<file path="config.mk">
export PLATFORM = sky130hd
export DESIGN_NAME = pwm_sample_encoder_soft_ramp_core
export DESIGN_NICKNAME = d
export VERILOG_FILES = /design/src/sv/pse_pkg.sv /design/src/sv/pse_div.sv /design/src/sv/pwm_sample_encoder_soft_ramp_core.sv
export SDC_FILE = /design/constraint.sdc
export NUM_CORES = 1
export LEC_CHECK = 0
export BUFFER_PORTS_ARGS = -buffer_cell sky130_fd_sc_hd__buf_2
export CORE_MARGIN = 2
export CORE_UTILIZATION = 40
export CTS_CLUSTER_DIAMETER = 40
export DETAILED_ROUTE_END_ITERATION = 6
export GPL_ROUTABILITY_DRIVEN = 0
export GPL_TIMING_DRIVEN = 0
export SLEW_MARGIN = 10
export SYNTH_ARGS = -nofsm -noshare
export SYNTH_HDL_FRONTEND = slang
export SYNTH_SLANG_ARGS = --single-unit
</file>
<file path="constraint.sdc">
create_clock -name i_clk -period 19.5 [get_ports i_clk]
set_input_delay 0.975 -clock i_clk [delete_from_list [all_inputs] [get_ports i_clk]]
set_output_delay 0.975 -clock i_clk [all_outputs]
set_load 0.05 [all_outputs]
</file>
<file path="src/sv/pse_pkg.sv">
// ----------------------------------------------------------------------------
// pse_pkg
// Shared widths, codes, reset values and divider request types for the PWM
// sample encoder with soft start and soft stop ramps.
// ----------------------------------------------------------------------------
package pse_pkg;

    localparam int RAMP_MAX   = 16;
    localparam int REPEAT_MAX = 16;

    localparam int SAMPLE_W   = 8;
    localparam int TICK_W     = 15;
    localparam int REPCFG_W   = 5;
    localparam int LENCFG_W   = 5;
    localparam int PERMILLE_W = 10;
    localparam int STEP_W     = 25;
    localparam int PHASE_W    = 2;
    localparam int CFG_W      = 25;
    localparam int CFG_IDX_W  = 3;

    localparam int IDX_W = $clog2(RAMP_MAX + 1);
    localparam int REP_W = $clog2(REPEAT_MAX + 1);

    // shared divider: widest dividend is sample * 1000
    localparam int DIV_DW = SAMPLE_W + PERMILLE_W;
    localparam int DIV_VW = TICK_W;

    // ramp entry product ramp_step * index, scaled down by 1000 through a
    // reciprocal multiply; products at or above the saturation point give
    // full scale, so only 25-bit products reach the multiplier
    localparam int PROD_W   = STEP_W + IDX_W;
    localparam int RECIP_W  = 26;
    localparam int RECIP_SH = 35;
    localparam logic [RECIP_W-1:0] RECIP_1000    = RECIP_W'(34359739);
    localparam logic [PROD_W-1:0]  RAMP_SAT_PROD = PROD_W'(32765000);

    localparam logic [PERMILLE_W-1:0] K_PERMILLE = PERMILLE_W'(1000);
    localparam logic [TICK_W-1:0]     RAMP_BASE  = TICK_W'(2);
    localparam logic [TICK_W-1:0]     TICK_MAX   = TICK_W'(32767);

    // register indexes
    localparam logic [CFG_IDX_W-1:0] CFG_PERIOD   = CFG_IDX_W'(0);
    localparam logic [CFG_IDX_W-1:0] CFG_REPEATS  = CFG_IDX_W'(1);
    localparam logic [CFG_IDX_W-1:0] CFG_RAMP_LEN = CFG_IDX_W'(2);
    localparam logic [CFG_IDX_W-1:0] CFG_PERMILLE = CFG_IDX_W'(3);
    localparam logic [CFG_IDX_W-1:0] CFG_STEP     = CFG_IDX_W'(4);

    // reset values
    localparam logic [TICK_W-1:0]     RST_PERIOD   = TICK_W'(256);
    localparam logic [REPCFG_W-1:0]   RST_REPEATS  = REPCFG_W'(1);
    localparam logic [LENCFG_W-1:0]   RST_RAMP_LEN = LENCFG_W'(0);
    localparam logic [PERMILLE_W-1:0] RST_PERMILLE = PERMILLE_W'(1000);
    localparam logic [STEP_W-1:0]     RST_STEP     = STEP_W'(0);

    // symbol phase codes
    localparam logic [PHASE_W-1:0] PH_RISE = PHASE_W'(0);
    localparam logic [PHASE_W-1:0] PH_DATA = PHASE_W'(1);
    localparam logic [PHASE_W-1:0] PH_FALL = PHASE_W'(2);

    typedef struct packed {
        logic              start;
        logic [DIV_DW-1:0] dividend;
        logic [DIV_VW-1:0] divisor;
    } t_div_req;

    typedef struct packed {
        logic              done;
        logic [DIV_DW-1:0] quot;
    } t_div_rsp;

endpackage

</file>
<file path="src/sv/pse_div.sv">
// ----------------------------------------------------------------------------
// pse_div
// Restoring unsigned divider, one quotient bit per cycle. A start latches the
// operands; done pulses for one cycle with the quotient valid alongside.
// ----------------------------------------------------------------------------
module pse_div (
    input  logic              i_clk,
    input  logic              i_rst_n,
    input  pse_pkg::t_div_req i_req,
    output pse_pkg::t_div_rsp o_rsp
);

    localparam int CNT_W = $clog2(pse_pkg::DIV_DW);

    logic                        r_busy;
    logic                        r_done;
    logic [CNT_W-1:0]            r_cnt;
    logic [pse_pkg::DIV_VW:0]    r_rem;
    logic [pse_pkg::DIV_DW-1:0]  r_quo;
    logic [pse_pkg::DIV_VW-1:0]  r_den;

    logic [pse_pkg::DIV_VW:0]    w_shift;
    logic                        w_ge;

    // dividend bits shift out of the top of r_quo as quotient bits shift in
    assign w_shift = {r_rem[pse_pkg::DIV_VW-1:0], r_quo[pse_pkg::DIV_DW-1]};
    assign w_ge    = (w_shift >= {1'b0, r_den});

    always_ff @(posedge i_clk) begin
        if (!i_rst_n) begin
            r_busy <= 1'b0;
            r_done <= 1'b0;
            r_cnt  <= '0;
        end else begin
            r_done <= 1'b0;
            if (i_req.start) begin
                r_busy <= 1'b1;
                r_cnt  <= CNT_W'(pse_pkg::DIV_DW - 1);
            end else if (r_busy) begin
                if (r_cnt == '0) begin
                    r_busy <= 1'b0;
                    r_done <= 1'b1;
                end else begin
                    r_cnt <= r_cnt - 1'b1;
                end
            end
        end
    end

    always_ff @(posedge i_clk) begin
        if (i_req.start) begin
            r_rem <= '0;
            r_quo <= i_req.dividend;
            r_den <= i_req.divisor;
        end else if (r_busy) begin
            r_rem <= w_ge ? (w_shift - {1'b0, r_den}) : w_shift;
            r_quo <= {r_quo[pse_pkg::DIV_DW-2:0], w_ge};
        end
    end

    assign o_rsp.done = r_done;
    assign o_rsp.quot = r_quo;

endmodule

</file>
<file path="src/sv/pwm_sample_encoder_soft_ramp_core.sv">
// ----------------------------------------------------------------------------
// pwm_sample_encoder_soft_ramp_core
// Turns 8-bit duty samples into PWM symbols (high ticks, low ticks), with a
// soft start ramp ahead of a first sample and a soft stop ramp after a last.
// ----------------------------------------------------------------------------
// Usage
//   Input channel (i_in_valid / o_in_stall) carries one sample word with its
//   first and last marks. Output channel (o_out_valid / i_out_stall) carries
//   one symbol word: high ticks, low ticks, phase, end_of_run on the last
//   symbol of the sample. A word moves when valid is high and stall is low.
//   Registers must be written through i_cfg_we / i_cfg_index / i_cfg_wdata
//   only while idle, unchecked by the block; they apply from the next sample.
// Timing
//   One sample at a time; o_in_stall stays high until its last symbol has
//   been loaded into the output register, and drops the cycle after. A plain
//   sample with one repeat runs S_PLAN then S_EMIT, which loads its symbol.
//   Each further data symbol is another S_EMIT; each ramp entry runs S_MUL,
//   S_RDIV, S_EMIT. A sample with a first or last mark sizes its ramp on the
//   shared bit-serial divider: one division when the duty reaches the
//   permille, two when it falls short, none at zero period.
// Reset and stall
//   Reset restores register defaults and drops any word in flight. A stall
//   at the output holds the current symbol; the sequencer waits at the next.
// ----------------------------------------------------------------------------
module pwm_sample_encoder_soft_ramp_core (
    input  logic                                i_clk,
    input  logic                                i_rst_n,
    // configuration
    input  logic                                i_cfg_we,
    input  logic [pse_pkg::CFG_IDX_W-1:0]       i_cfg_index,
    input  logic [pse_pkg::CFG_W-1:0]           i_cfg_wdata,
    // sample input
    input  logic                                i_in_valid,
    output logic                                o_in_stall,
    input  logic [pse_pkg::SAMPLE_W-1:0]        i_sample,
    input  logic                                i_is_first,
    input  logic                                i_is_final,
    // symbol output
    output logic                                o_out_valid,
    input  logic                                i_out_stall,
    output logic [pse_pkg::TICK_W-1:0]          o_high_ticks,
    output logic [pse_pkg::TICK_W-1:0]          o_low_ticks,
    output logic [pse_pkg::PHASE_W-1:0]         o_phase,
    output logic                                o_end_of_run
);

    typedef enum logic [6:0] {
        S_IDLE = 7'b0000001,
        S_TDIV = 7'b0000010,
        S_SDIV = 7'b0000100,
        S_PLAN = 7'b0001000,
        S_MUL  = 7'b0010000,
        S_RDIV = 7'b0100000,
        S_EMIT = 7'b1000000
    } t_state;

    localparam int IDX_W = pse_pkg::IDX_W;
    localparam int REP_W = pse_pkg::REP_W;
    localparam int TW    = pse_pkg::TICK_W;

    // configuration registers
    logic [TW-1:0]                   r_period;
    logic [pse_pkg::REPCFG_W-1:0]    r_repeats;
    logic [pse_pkg::LENCFG_W-1:0]    r_ramp_len;
    logic [pse_pkg::PERMILLE_W-1:0]  r_permille;
    logic [pse_pkg::STEP_W-1:0]      r_step;

    // sequencer
    t_state                          r_state,  n_state;
    logic [pse_pkg::SAMPLE_W-1:0]    r_sample, n_sample;
    logic                            r_first,  n_first;
    logic                            r_final,  n_final;
    logic [REP_W-1:0]                r_rep,    n_rep;
    logic [IDX_W-1:0]                r_size,   n_size;
    logic [IDX_W-1:0]                r_idx,    n_idx;
    logic [pse_pkg::PHASE_W-1:0]     r_phase,  n_phase;
    logic [TW-1:0]                   r_high,   n_high;
    logic [pse_pkg::PROD_W-1:0]      r_prod,   n_prod;

    // output register
    logic                            r_out_valid, n_out_valid;
    logic [TW-1:0]                   r_out_high,  n_out_high;
    logic [TW-1:0]                   r_out_low,   n_out_low;
    logic [pse_pkg::PHASE_W-1:0]     r_out_phase, n_out_phase;
    logic                            r_out_eor,   n_out_eor;

    pse_pkg::t_div_req               w_div_req;
    pse_pkg::t_div_rsp               w_div_rsp;

    logic                            w_in_acc;
    logic                            w_out_free;
    logic [IDX_W-1:0]                w_len;
    logic [REP_W-1:0]                w_reps;
    logic [pse_pkg::STEP_W+pse_pkg::RECIP_W-1:0] w_rmul;
    logic [TW-1:0]                   w_hsat;
    logic [TW-1:0]                   w_low;
    logic                            w_t_reach;

    // ------------------------------------------------------------------------
    // configuration
    // ------------------------------------------------------------------------
    always_ff @(posedge i_clk) begin
        if (!i_rst_n) begin
            r_period   <= pse_pkg::RST_PERIOD;
            r_repeats  <= pse_pkg::RST_REPEATS;
            r_ramp_len <= pse_pkg::RST_RAMP_LEN;
            r_permille <= pse_pkg::RST_PERMILLE;
            r_step     <= pse_pkg::RST_STEP;
        end else if (i_cfg_we) begin
            unique case (i_cfg_index)
                pse_pkg::CFG_PERIOD:   r_period   <= i_cfg_wdata[TW-1:0];
                pse_pkg::CFG_REPEATS:  r_repeats  <= i_cfg_wdata[pse_pkg::REPCFG_W-1:0];
                pse_pkg::CFG_RAMP_LEN: r_ramp_len <= i_cfg_wdata[pse_pkg::LENCFG_W-1:0];
                pse_pkg::CFG_PERMILLE: r_permille <= i_cfg_wdata[pse_pkg::PERMILLE_W-1:0];
                pse_pkg::CFG_STEP:     r_step     <= i_cfg_wdata[pse_pkg::STEP_W-1:0];
                default: ;
            endcase
        end
    end

    // ------------------------------------------------------------------------
    // shared divider
    // ------------------------------------------------------------------------
    pse_div u_div (
        .i_clk   (i_clk),
        .i_rst_n (i_rst_n),
        .i_req   (w_div_req),
        .o_rsp   (w_div_rsp)
    );

    // ------------------------------------------------------------------------
    // datapath helpers
    // ------------------------------------------------------------------------
    assign o_in_stall = (r_state != S_IDLE);
    assign w_in_acc   = i_in_valid && !o_in_stall;
    assign w_out_free = !r_out_valid || !i_out_stall;

    always_comb begin
        if ({1'b0, r_ramp_len} > (pse_pkg::LENCFG_W + 1)'(pse_pkg::RAMP_MAX)) begin
            w_len = IDX_W'(pse_pkg::RAMP_MAX);
        end else begin
            w_len = IDX_W'(r_ramp_len);
        end
        if (r_repeats == '0) begin
            w_reps = REP_W'(1);
        end else if ({1'b0, r_repeats} > (pse_pkg::REPCFG_W + 1)'(pse_pkg::REPEAT_MAX)) begin
            w_reps = REP_W'(pse_pkg::REPEAT_MAX);
        end else begin
            w_reps = REP_W'(r_repeats);
        end
    end

    assign w_t_reach = (w_div_rsp.quot >= pse_pkg::DIV_DW'(r_permille));

    // ramp entry high ticks: product / 1000 + 2, saturated
    assign w_rmul = r_prod[pse_pkg::STEP_W-1:0] * pse_pkg::RECIP_1000;
    assign w_hsat = (r_prod >= pse_pkg::RAMP_SAT_PROD) ? pse_pkg::TICK_MAX
                  : w_rmul[pse_pkg::RECIP_SH +: TW] + pse_pkg::RAMP_BASE;

    assign w_low = (r_high >= r_period) ? '0 : (r_period - r_high);

    // divider operand select
    always_comb begin
        w_div_req.start    = 1'b0;
        w_div_req.dividend = pse_pkg::DIV_DW'(i_sample * pse_pkg::K_PERMILLE);
        w_div_req.divisor  = r_period;
        unique case (r_state)
            S_IDLE: begin
                // t = sample * 1000 / period
                w_div_req.start    = w_in_acc && (i_is_first || i_is_final)
                                   && (r_period != '0);
            end
            S_TDIV: begin
                // size = len * t / permille, only when t is below permille
                w_div_req.start    = w_div_rsp.done && !w_t_reach;
                w_div_req.dividend = pse_pkg::DIV_DW'(
                    w_len * w_div_rsp.quot[pse_pkg::PERMILLE_W-1:0]);
                w_div_req.divisor  = pse_pkg::DIV_VW'(r_permille);
            end
            default: ;
        endcase
    end

    // ------------------------------------------------------------------------
    // sequencer
    // ------------------------------------------------------------------------
    always_comb begin
        n_state     = r_state;
        n_sample    = r_sample;
        n_first     = r_first;
        n_final     = r_final;
        n_rep       = r_rep;
        n_size      = r_size;
        n_idx       = r_idx;
        n_phase     = r_phase;
        n_high      = r_high;
        n_prod      = r_prod;
        n_out_valid = r_out_valid && i_out_stall;
        n_out_high  = r_out_high;
        n_out_low   = r_out_low;
        n_out_phase = r_out_phase;
        n_out_eor   = r_out_eor;

        unique case (r_state)
            S_IDLE: begin
                if (w_in_acc) begin
                    n_sample = i_sample;
                    n_first  = i_is_first;
                    n_final  = i_is_final;
                    n_rep    = w_reps;
                    n_size   = (i_is_first || i_is_final) ? w_len : '0;
                    n_state  = w_div_req.start ? S_TDIV : S_PLAN;
                end
            end
            S_TDIV: begin
                if (w_div_rsp.done) begin
                    n_state = w_t_reach ? S_PLAN : S_SDIV;
                end
            end
            S_SDIV: begin
                if (w_div_rsp.done) begin
                    n_size  = w_div_rsp.quot[IDX_W-1:0];
                    n_state = S_PLAN;
                end
            end
            S_PLAN: begin
                if (r_first && (r_size != '0)) begin
                    n_phase = pse_pkg::PH_RISE;
                    n_idx   = '0;
                    n_state = S_MUL;
                end else begin
                    n_phase = pse_pkg::PH_DATA;
                    n_high  = TW'(r_sample);
                    n_state = S_EMIT;
                end
            end
            S_MUL: begin
                n_prod  = r_step * r_idx;
                n_state = S_RDIV;
            end
            S_RDIV: begin
                n_high  = w_hsat;
                n_state = S_EMIT;
            end
            S_EMIT: begin
                if (w_out_free) begin
                    n_out_valid = 1'b1;
                    n_out_high  = r_high;
                    n_out_low   = w_low;
                    n_out_phase = r_phase;
                    n_out_eor   = 1'b0;
                    case (r_phase)
                        pse_pkg::PH_RISE: begin
                            if (r_idx + 1'b1 == r_size) begin
                                n_phase = pse_pkg::PH_DATA;
                                n_high  = TW'(r_sample);
                            end else begin
                                n_idx   = r_idx + 1'b1;
                                n_state = S_MUL;
                            end
                        end
                        pse_pkg::PH_DATA: begin
                            if (r_rep == REP_W'(1)) begin
                                if (r_final && (r_size != '0)) begin
                                    n_phase = pse_pkg::PH_FALL;
                                    n_idx   = r_size - 1'b1;
                                    n_state = S_MUL;
                                end else begin
                                    n_out_eor = 1'b1;
                                    n_state   = S_IDLE;
                                end
                            end else begin
                                n_rep = r_rep - 1'b1;
                            end
                        end
                        default: begin
                            // falling ramp counts down to entry zero
                            if (r_idx == '0) begin
                                n_out_eor = 1'b1;
                                n_state   = S_IDLE;
                            end else begin
                                n_idx   = r_idx - 1'b1;
                                n_state = S_MUL;
                            end
                        end
                    endcase
                end
            end
            default: n_state = S_IDLE;
        endcase
    end

    always_ff @(posedge i_clk) begin
        if (!i_rst_n) begin
            r_state     <= S_IDLE;
            r_out_valid <= 1'b0;
        end else begin
            r_state     <= n_state;
            r_out_valid <= n_out_valid;
        end
    end

    always_ff @(posedge i_clk) begin
        r_sample    <= n_sample;
        r_first     <= n_first;
        r_final     <= n_final;
        r_rep       <= n_rep;
        r_size      <= n_size;
        r_idx       <= n_idx;
        r_phase     <= n_phase;
        r_high      <= n_high;
        r_prod      <= n_prod;
        r_out_high  <= n_out_high;
        r_out_low   <= n_out_low;
        r_out_phase <= n_out_phase;
        r_out_eor   <= n_out_eor;
    end

    assign o_out_valid  = r_out_valid;
    assign o_high_ticks = r_out_high;
    assign o_low_ticks  = r_out_low;
    assign o_phase      = r_out_phase;
    assign o_end_of_run = r_out_eor;

    // ------------------------------------------------------------------------
    // assertions
    // ------------------------------------------------------------------------
    a_div_done_state: assert property (@(posedge i_clk) disable iff (!i_rst_n)
        w_div_rsp.done |-> (r_state == S_TDIV || r_state == S_SDIV))
        else $error("divider result with no sequencer step waiting for it");

    a_ramp_idx_range: assert property (@(posedge i_clk) disable iff (!i_rst_n)
        (r_state == S_MUL) |-> (r_idx < r_size))
        else $error("ramp entry index beyond ramp size");

    a_eor_ends_item: assert property (@(posedge i_clk) disable iff (!i_rst_n)
        (r_state == S_EMIT && w_out_free && n_out_eor) |=> (r_state == S_IDLE))
        else $error("end of run word loaded but sequencer kept going");

    a_out_hold: assert property (@(posedge i_clk) disable iff (!i_rst_n)
        (o_out_valid && i_out_stall)
        |=> (o_out_valid && $stable(o_high_ticks) && $stable(o_low_ticks)
             && $stable(o_phase) && $stable(o_end_of_run)))
        else $error("stalled output word changed");

    a_tick_sum: assert property (@(posedge i_clk) disable iff (!i_rst_n)
        (o_out_valid && o_high_ticks < r_period)
        |-> ((TW + 1)'(o_high_ticks) + (TW + 1)'(o_low_ticks) == (TW + 1)'(r_period)))
        else $error("high and low ticks do not add up to the period");

endmodule
</file>
==> flow_summary_export.csv, run 1 <==
group,metric,value,unit
outcome,outcome,"completed",
critical_path,cp.buffers_inverters,3,
die,die_area,69800,um^2
cells_and_area,fill_cells,6479,
logic_synthesis,synth_fp_nets,3625,
sta,period_minus_slack,8.43,ns
clock_tree,cts_setup_buffers,0,
grt,grt_pass1_wl,108000,um
die,die_x,264,um
routing,detail-route-antenna-nets,0,
logic_synthesis,synth.area.top_cells,"fa_1 24%, ha_1 19%, edfxtp_1 15%, inv_1 7.7%, dfxtp_1 6.6%",
power,power_density,86.9,nW/um^2
grt,grt_start_max_net_pins,28,
sta,layout_setup_ws,11.07,ns
routing,routed_wl,66900,um
routing,vias_per_cell,5.06,
critical_path,crit_path_max_fanout,9,
logic_synthesis,synth_enable_flop_cells,138,
power,p_sw_share,42.1,%
power,p_int,0.00150,W
power,seq_power_share,26.0,%
die,num_io_pins,78,
placement,dp_hpwl,55900,um
die,initial_core_util,40.3,%
logic_synthesis,yosysSeqAreaShare,21.9,%
cells_and_area,final_cell_mix,"556 x inv_1, 401 x ha_1, 321 x fa_1",
min_path,min_path_type,"reg2reg",
sta,fin_worst_skew,0.0321,ns
die,dieHeight,264,um
critical_path,crit_top_cell,"fa_1",
cells_and_area,final_common_cell,"inv_1",
clock_tree,post_cts_resized,0,
flow_run,maxCapViolCount,0,
critical_path,crit_path_cell_trace,"fa_1 > fa_1 > fa_1 > fa_1 > fa_1 > inv_1 > fa_1 > fa_1 > inv_1 > ha_1 > and3_1 > and4_1 > o211ai_1 > a221oi_1 > o21ai_0 > a311oi_1 > and4_4 > buf_6 > nor4b_2 > mux2i_1 > xor2_1 > a21oi_1",
critical_path,start_kind,"register",
logic_synthesis,synth_cell_types,81,
logic_synthesis,yosys.area.top_type_share,23.7,%
clock_tree,cts_buffer_depth,3,
die,fp.coreArea,67200,um^2
routing,initialDrtViolationCount,1038,
logic_synthesis,synth-async-reset-ratio,0,%
sta,finalCritPeriodShare,43.3,%
logic_synthesis,yosysTopAreaCell,"fa_1",
routing,dr.pass1.iters,5,
grt,grt_overflow_total,0,
sta,slew_headroom,33.2,%
clock_tree,clockRootBuffer,"clkbuf_16",
clock_tree,numCtsBuffers,36,
critical_path,cp-end-kind,"register",
sta,worst_slew_pin_slew,0.994,ns
clock_tree,cts_tree,"yes",
critical_path,path_class,"reg2reg",
critical_path,cp_slowest_cell,"fa_1",
sta,fmax,119,MHz
critical_path,slowest_delay,0.64,ns
die,num_rows,95,
power,power.leakage,14.5,nW
logic_synthesis,ys_ff_latch,228,
sta,rsz0062_at_grt,"no",
critical_path,r2r_cells,22,
routing,wl_per_cell,17.2,um
cells_and_area,drive_gt1_share,5.85,%
grt,grt_usage,19.5,%
cells_and_area,antenna_cells,0,
placement,io_buffers,77,
clock_tree,clock_latency,0.54,ns
power,irDropWorstVdd,0.0000709,V
critical_path,arrival,8.70,ns
sta,drv_slew,0,
power,pwr-share-clk,24.4,%
placement,dpl_worst_slack,11.05,ns
sta,final.setup.tns,0,ns
cells_and_area,nets,3745,
power,comb_power_share,49.6,%
critical_path,crit_family,"adder cells",
critical_path,crit_cells,22,
grt,antenna_found_initial,2,
power,p_sw,0.00109,W
routing,vias,19644,
logic_synthesis,syn_inst,2860,
logic_synthesis,synth_flop_cell,"edfxtp_1",
logic_synthesis,synth.cell_area,27100,um^2
critical_path,cp.required,19.77,ns
sta,hold_viol,0,
logic_synthesis,yosys_warnings,0,
power,power,0.00260,W
clock_tree,cts_sinks,228,
clock_tree,htreeDepth,2,
grt,grt_pass1_vias,19945,
sta,setup_viol,0,
clock_tree,clk_pin_slew,0.06,ns
routing,drc_errors,0,
cells_and_area,area_growth,10.2,%
min_path,whs_path_depth,2,
clock_tree,post_cts_hold_buffer_count,0,
logic_synthesis,syn_area_per_cell,9.47,um^2
-- flip-flops by register name, summed over array words and instances, names as in the netlist, 7 cells and up --
register and cells:
r_prod 30, r_step 25, u_div.r_quo 18, o_high_ticks 15, o_low_ticks 15, r_high 15, r_period 15, u_div.r_den 15
u_div.r_rem 15, r_permille 10, r_sample 8, r_state 7
-- power groups by stage --
stage | combinational [W] | clock, W | sequential, W
floorplan | 0.000969 | 0 | 0.000655
global placement | 0.00127 | 0 | 0.000684
detailed placement | 0.00128 | 0 | 0.000683
CTS | 0.00129 | 0.000643 | 0.000674
global route | 0.00147 | 0.000664 | 0.000683
finish | 0.00129 | 0.000633 | 0.000675
-- worst paths after layout --
check | start | end | slack, ns
setup / recovery | r_prod[19]$_DFFE_PP_ | r_high[12]$_SDFFCE_PP0P_ | 11.07
hold / removal | r_permille[4]$_SDFFE_PN0P_ | r_permille[4]$_SDFFE_PN0P_ | 0.46
setup reg to reg | r_prod[19]$_DFFE_PP_ | r_high[12]$_SDFFCE_PP0P_ | 11.07
hold reg to reg | r_permille[4]$_SDFFE_PN0P_ | r_permille[4]$_SDFFE_PN0P_ | 0.46
-- logic make-up after synthesis --
group | synth area share (%)
mux | 1.12
fa+ha+maj | 42.2
simple gates | 12.8
xor+xnor | 3.01
buf+inv | 8.63
flops | 21.9
compound gates | 10.3
-- final cells by class --
cell class              count  area, um^2  share of cell area [%]
inverters                 557        2090                    7.00
clock buffers              44         977                    3.27
plain buffers              64         250                   0.838
multi-input cells        2011       18800                    63.1
clock inverters            21         219                   0.733
well taps                 873        1090                    3.66
repair buffers             82         447                    1.50
flip-flops and latches    228        5950                    19.9
-- cells in the mapped netlist, types with 6 or more instances --
master / count
nor3b_1: 6
nor2b_1: 27
fa_1: 321
nor4_1: 14
and2_1: 88
and3_1: 18
mux2i_1: 27
a31oi_1: 21
nand4_1: 11
o21a_1: 16
ha_1: 401
o21ai_0: 94
or3_1: 10
a21oi_1: 148
clkbuf_1: 58
a211oi_1: 23
nand2_1: 297
nor3_1: 40
nand2b_1: 12
nand3_1: 41
a21boi_0: 16
inv_1: 556
a21o_1: 33
xnor2_1: 60
or2_2: 10
o21bai_1: 17
edfxtp_1: 138
xor2_1: 33
o211ai_1: 16
dfxtp_1: 90
nor2_1: 126
-- per-layer routing --
metal	wire length (um)	global-route usage [%]	share of wire (%)
met1	32400	27.8	48
met4	1180	3.92	1.8
met5	0	0	0
met3	2800	2.10	4.2
met2	30500	32.1	46
-- worst register-to-register path: stages, from the launching register on --
cell,delay [ns]
edfxtp_1,0.63
fa_1,0.64
fa_1,0.45
fa_1,0.54
fa_1,0.53
fa_1,0.59
inv_1,0.07
fa_1,0.51
fa_1,0.57
inv_1,0.10
ha_1,0.38
and3_1,0.26
and4_1,0.27
o211ai_1,0.11
a221oi_1,0.47
o21ai_0,0.34
a311oi_1,0.54
and4_4,0.30
buf_6,0.11
nor4b_2,0.23
mux2i_1,0.25
xor2_1,0.19
a21oi_1,0.09
-- through the flow --
stage,std cells,hold slack (ns),instance area (um^2),util [%]
after CTS,3880,0.455,29900,44.4
after global routing,3880,0.477,29900,44.5
after floorplan,2860,0.426,27100,-
after global placement,3810,0.445,28600,42.5
after detailed placement,3815,0.447,28700,42.7
final,3880,0.458,29900,44.5
No activity file was read; power rests on OpenSTA's default activity.
==> inputs of run 2 (changes only) <==
Clock period 19.5 ns to 8.7 ns, I/O delays scaled along.
==> flow_summary_export.csv, run 2 (same netlist as run 1, synthesis figures left out) <==
group,metric,value,unit
sta,drv_slew,0,
sta,setup_viol,0,
critical_path,startpoint,"r_prod[19]$_DFFE_PP_",
critical_path,arrival,8.60,ns
cells_and_area,nets,3747,
critical_path,path_class,"reg2reg",
sta,fin_hold_ws,0.142,ns
critical_path,r2r_cells,22,
power,p_sw_share,42.1,%
sta,rsz0062_at_grt,"no",
critical_path,crit_path_cell_trace,"fa_1 > fa_1 > fa_1 > fa_1 > fa_1 > inv_1 > fa_1 > fa_1 > inv_1 > ha_1 > and3_1 > and4_1 > o211ai_1 > a221oi_1 > o21ai_0 > a311oi_2 > and4_4 > buf_6 > nor4b_2 > mux2i_1 > xor2_1 > a21oi_1",
sta,hold_viol,0,
clock_tree,clockRootBuffer,"clkbuf_16",
grt,grt_pass1_vias,19945,
routing,drc_errors,0,
critical_path,crit_top_cell,"fa_1",
routing,vias_per_cell,5.06,
clock_tree,clk_pin_slew,0.06,ns
critical_path,cp-end-kind,"register",
routing,vias,19659,
grt,grt_start_max_net_pins,28,
routing,detail-route-antenna-nets,0,
placement,io_buffers,77,
routing,initialDrtViolationCount,1024,
die,die_x,264,um
cells_and_area,top_regs,"r_prod: 30 flops, r_step: 25 flops, u_div.r_quo: 18 flops",
clock_tree,cts_sinks,228,
cells_and_area,final_cell_mix,"556 x inv_1, 401 x ha_1, 321 x fa_1",
sta,finalCritPeriodShare,95.7,%
sta,period_minus_slack,8.33,ns
grt,grt_usage,19.5,%
critical_path,critical_path.endpoint,"r_high[12]$_SDFFCE_PP0P_",
power,power,0.00582,W
sta,final.setup.tns,0,ns
clock_tree,cts_buffer_depth,3,
critical_path,cp_slowest_cell,"fa_1",
placement,dp_hpwl,55900,um
power,irDropWorstVdd,0.000159,V
die,num_rows,95,
grt,grt_overflow_total,0,
grt,antenna_found_initial,2,
critical_path,slowest_delay,0.64,ns
critical_path,regToRegSetupSlack,0.37,ns
critical_path,reg2reg_from,"r_prod[19]$_DFFE_PP_",
power,p_sw,0.00245,W
die,dieHeight,264,um
critical_path,cp.required,8.97,ns
clock_tree,htreeDepth,2,
die,die_area,69800,um^2
grt,grt_pass1_wl,108000,um
critical_path,start_kind,"register",
critical_path,crit_path_max_fanout,9,
routing,routed_wl,67100,um
sta,worst_slew_pin_slew,0.999,ns
routing,route.met3.wl,2700,um
die,num_io_pins,78,
sta,fin_worst_skew,0.0299,ns
power,pwr-share-clk,24.4,%
die,fp.coreArea,67200,um^2
cells_and_area,largest_reg_flops,30,
routing,dr.pass1.iters,5,
flow_run,maxCapViolCount,0,
clock_tree,numCtsBuffers,36,
critical_path,worstReg2RegEnd,"r_high[12]$_SDFFCE_PP0P_",
power,power.leakage,14.5,nW
routing,drt-met1-wl,32500,um
clock_tree,cts_tree,"yes",
outcome,outcome,"completed",
cells_and_area,final_common_cell,"inv_1",
clock_tree,clock_latency,0.54,ns
sta,fmax,120,MHz
routing,dr.max_layer_used,"met4",
power,comb_power_share,49.6,%
sta,slew_headroom,32.9,%
routing,wl_per_cell,17.3,um
power,p_int,0.00337,W
routing,dr_wl_met2,30600,um
cells_and_area,antenna_cells,0,
min_path,min_path_type,"in2reg",
cells_and_area,drive_gt1_share,5.95,%
power,seq_power_share,26.0,%
die,initial_core_util,40.3,%
cells_and_area,largest_register,"r_prod",
cells_and_area,fill_cells,6475,
power,power_density,195,nW/um^2
min_path,hold_start,"i_cfg_wdata[20]",
cells_and_area,area_growth,10.3,%
==> run 2: cell types whose count changed in the layout (fill, tap and decap cells not counted), sizes merged <==
cell	before	now
buf	88	90
==> run 2: layout make-up <==
cell class	instances	area, um^2	area share (%)
clock inverters	21	219	0.733
well taps	873	1090	3.66
flip-flops and latches	228	5950	19.9
repair buffers	84	462	1.55
plain buffers	64	250	0.838
clock buffers	44	977	3.27
inverters	557	2090	7.00
multi-input cells	2011	18800	63.1
==> run 2: critical path, delay by kind of cell (launching register included) <==
| family | cells | cell delay (ns) |
|---|---|---|
| xor gates and xnor gates | 1 | 0.19 |
| DFF | 1 | 0.63 |
| AOI/OAI and AO/OA | 5 | 1.46 |
| buffers and inverters | 3 | 0.28 |
| muxes | 1 | 0.25 |
| and+or+nand+nor | 4 | 1.05 |
| adders and majority gates | 8 | 4.19 |
==> run 2: timing repair <==
item	in CTS	in global routing
buffers inserted	0	2
resized for setup	0	1
hold buffers	0	0
endpoints found under the setup margin	0	1
==> run 2: layer usage <==
layer	vias to the layer above	track usage, %
met4	0	3.92
li1	9633	-
met3	68	2.10
met2	397	32.1
met1	9561	27.8
met5	-	0
==> run 2: metrics by stage <==
| stage | utilization, % | cell area [um^2] | std cells | worst slack [ns] |
|---|---|---|---|---|
| 3_5_place_dp | 42.7 | 28700 | 3815 | 0.245 |
| 6_report | 44.5 | 29900 | 3882 | 0.371 |
| 4_1_cts | 44.4 | 29900 | 3880 | 0.216 |
| 5_1_grt | 44.5 | 29900 | 3882 | 0.00460 |
| 3_3_place_gp | 42.5 | 28600 | 3810 | 0.224 |
| 2_1_floorplan | - | 27100 | 2860 | 1.39 |
==> run 2: how the worst min path moves through the flow <==
stage,to,cells after the start
global route,r_step[16]$_SDFFE_PN0P_,3
finish,r_step[20]$_SDFFE_PN0P_,3
CTS,r_step[21]$_SDFFE_PN0P_,3
floorplan,o_high_ticks[10]$_DFFE_PP_,0
global placement,r_permille[4]$_SDFFE_PN0P_,2
detailed placement,r_permille[4]$_SDFFE_PN0P_,2
==> run 2: power by group through the flow <==
stage / registers, W / clock network, W / logic, W
after global placement: 0.00153 / 0 / 0.00284
final: 0.00151 / 0.00142 / 0.00289
after global routing: 0.00153 / 0.00149 / 0.00330
after detailed placement: 0.00153 / 0 / 0.00286
after floorplan: 0.00147 / 0 / 0.00217
after CTS: 0.00151 / 0.00144 / 0.00290
==> inputs of run 3 (changes only) <==
--- a/config.mk
+++ b/config.mk
@@ -6,4 +6,5 @@
 export NUM_CORES = 1
 export LEC_CHECK = 0
+export ABC_AREA = 1
 export BUFFER_PORTS_ARGS = -buffer_cell sky130_fd_sc_hd__buf_2
 export CORE_MARGIN = 2
@@ -17,2 +18,3 @@
 export SYNTH_HDL_FRONTEND = slang
 export SYNTH_SLANG_ARGS = --single-unit
+export TNS_END_PERCENT = 5
==> constraint.sdc (replaced) <==
create_clock -name i_clk -period 8.7 [get_ports i_clk]
set_input_delay 0.87 -clock i_clk [delete_from_list [all_inputs] [get_ports i_clk]]
set_output_delay 0.87 -clock i_clk [all_outputs]
set_load 0.05 [all_outputs]
==> flow_summary_export.csv, run 3 <==
group,metric,value,unit
sta,slew_headroom,28.0,%
clock_tree,numCtsBuffers,42,
clock_tree,post_cts_hold_buffer_count,0,
sta,setup_viol,0,
logic_synthesis,synth_enable_flop_cells,138,
grt,grt_start_max_net_pins,26,
cells_and_area,area_growth,10.8,%
routing,wl_per_cell,16.3,um
power,power_density,161,nW/um^2
routing,routed_wl,77700,um
clock_tree,post_cts_resized,0,
logic_synthesis,yosysMostFrequentCell,"inv_1",
flow_run,maxCapViolCount,0,
sta,finalCritPeriodShare,85.1,%
sta,drv_slew,0,
sta,hold_viol,0,
logic_synthesis,yosys_warnings,0,
routing,initialDrtViolationCount,1557,
grt,grt_pass1_vias,24250,
sta,layout_setup_ws,1.30,ns
power,irDropWorstVdd,0.000161,V
die,die_area,75100,um^2
placement,io_buffers,77,
logic_synthesis,yosysSeqAreaShare,20.4,%
die,initial_core_util,40.2,%
sta,fin_worst_skew,0.0339,ns
grt,antenna_found_initial,0,
routing,dr.pass1.iters,5,
grt,grt_usage,21.6,%
critical_path,arrival,7.74,ns
cells_and_area,fill_cells,7344,
cells_and_area,nets,4545,
clock_tree,clk_pin_slew,0.05,ns
power,power.leakage,17.1,nW
cells_and_area,largest_reg_flops,30,
grt,grt_pass1_wl,127000,um
logic_synthesis,synth_cell_types,56,
critical_path,path_class,"reg2reg",
outcome,outcome,"completed",
die,die_x,274,um
placement,dp_cells,4695,
placement,dpl_cell_area,30900,um^2
clock_tree,cts_buffer_depth,3,
cells_and_area,final_cell_area,32400,um^2
logic_synthesis,yosys.area.top_type_share,22.0,%
cells_and_area,final_cell_mix,"882 x inv_1, 736 x nand2_1, 401 x ha_1",
cells_and_area,final_cells,4774,
logic_synthesis,yosysTopAreaCell,"fa_1",
clock_tree,clockRootBuffer,"clkbuf_16",
clock_tree,cts_sinks,228,
die,fp.coreArea,72600,um^2
critical_path,slowest_delay,0.70,ns
clock_tree,cts_setup_buffers,0,
cells_and_area,final_common_cell,"inv_1",
logic_synthesis,ys_ff_latch,228,
logic_synthesis,syn_inst,3653,
critical_path,start_kind,"register",
sta,fmax,135,MHz
routing,vias,23264,
sta,final.setup.tns,0,ns
cells_and_area,drive_gt1_share,6.95,%
logic_synthesis,synth.area.top_cells,"fa_1 22%, ha_1 17%, edfxtp_1 14%, inv_1 11%, nand2_1 9.5%",
clock_tree,htreeDepth,2,
routing,drc_errors,0,
min_path,min_path_type,"reg2reg",
sta,worst_slew_pin_slew,1.08,ns
cells_and_area,seq_area,5950,um^2
logic_synthesis,ys_top_cells_by_count,"882 x inv_1, 736 x nand2_1, 401 x ha_1, 321 x fa_1, 290 x nor2_1",
critical_path,crit_top_cell,"inv_1",
grt,grt_overflow_total,0,
logic_synthesis,synth-async-reset-ratio,0,%
placement,dpl_worst_slack,1.25,ns
critical_path,cp_slowest_cell,"edfxtp_1",
clock_tree,clock_latency,0.58,ns
cells_and_area,largest_register,"r_prod",
routing,vias_per_cell,4.87,
die,num_rows,99,
cells_and_area,top_regs,"r_prod: 30 flops, r_step: 25 flops, u_div.r_quo: 18 flops",
logic_synthesis,synth_fp_nets,4418,
die,dieHeight,274,um
cells_and_area,multi_input_comb_area,19700,um^2
placement,dp_hpwl,65700,um
sta,period_minus_slack,7.40,ns
sta,rsz0062_at_grt,"no",
die,num_io_pins,78,
clock_tree,cts_tree,"yes",
critical_path,cp-end-kind,"register",
critical_path,crit_path_max_fanout,7,
logic_synthesis,syn_area_per_cell,7.99,um^2
logic_synthesis,synth_flop_cell,"edfxtp_1",
critical_path,cp.required,9.04,ns
routing,detail-route-antenna-nets,0,
logic_synthesis,synth.cell_area,29200,um^2
cells_and_area,fin_util,44.6,%
==> run 3: final timing paths <==
check	start	endpoint	slack, ns	depth (start not counted)
worst max-delay path	r_prod[15]$_DFFE_PP_	r_high[9]$_SDFFCE_PP0P_	1.30	29
worst min-delay path	r_high[13]$_SDFFCE_PP0P_	o_high_ticks[13]$_DFFE_PP_	0.45	0
worst max register to register	r_prod[15]$_DFFE_PP_	r_high[9]$_SDFFCE_PP0P_	1.30	29
worst min register to register	r_high[13]$_SDFFCE_PP0P_	o_high_ticks[13]$_DFFE_PP_	0.45	0
==> run 3: cell type report <==
| cell class | count | area share [%] |
|---|---|---|
| Antenna cell | 1 | 0.00774 |
| Buffer | 46 | 0.565 |
| Clock buffer | 50 | 3.74 |
| Clock inverter | 28 | 0.874 |
| Inverter | 902 | 10.5 |
| Multi-Input combinational cell | 2477 | 60.9 |
| Sequential cell | 228 | 18.4 |
| Tap cell | 959 | 3.71 |
| Timing Repair Buffer | 83 | 1.38 |
==> run 3: kinds of logic after synthesis <==
| kind of cell | after synthesis | synth area share (%) |
|---|---|---|
| buffers and inverters | 948 | 12.2 |
| DFF | 228 | 20.4 |
| AOI/OAI and AO/OA | 410 | 7.60 |
| muxes | 1 | 0.0343 |
| xor gates and xnor gates | 75 | 2.25 |
| and+or+nand+nor | 1269 | 18.3 |
| adders and majority gates | 722 | 39.2 |
==> run 3: power by group <==
part / leakage [nW] / switching, W / internal, W
combinational: 14.4 / 0.00132 / 0.000689
clock: 0.734 / 0.000645 / 0.00106
sequential: 2.02 / 0.000138 / 0.00135
total: 17.1 / 0.00211 / 0.00309
==> run 3: worst max-delay path, delay by kind of cell, from the launching register on <==
family	cells	cell delay (ns)
AO/OA/AOI/OAI	2	0.51
adder cells (fa/ha/maj)	9	4.28
buffers and inverters	8	0.56
flip-flops	1	0.70
AND/OR/NAND/NOR	10	1.12
==> run 3: metal layers <==
metal	vias to the layer above	global-route usage (%)	share of wire, %
met1	10950	27.4	44
li1	11580	-	-
met3	133	4.35	6.6
met2	601	36.9	47
met5	-	0	0
met4	0	6.59	3.1
==> run 3: stage by stage <==
stage | hold WS, ns | power (W)
finish | 0.450 | 0.00520
global route | 0.457 | 0.00561
CTS | 0.450 | 0.00524
detailed placement | 0.436 | 0.00352
global placement | 0.436 | 0.00350
floorplan | 0.426 | 0.00294
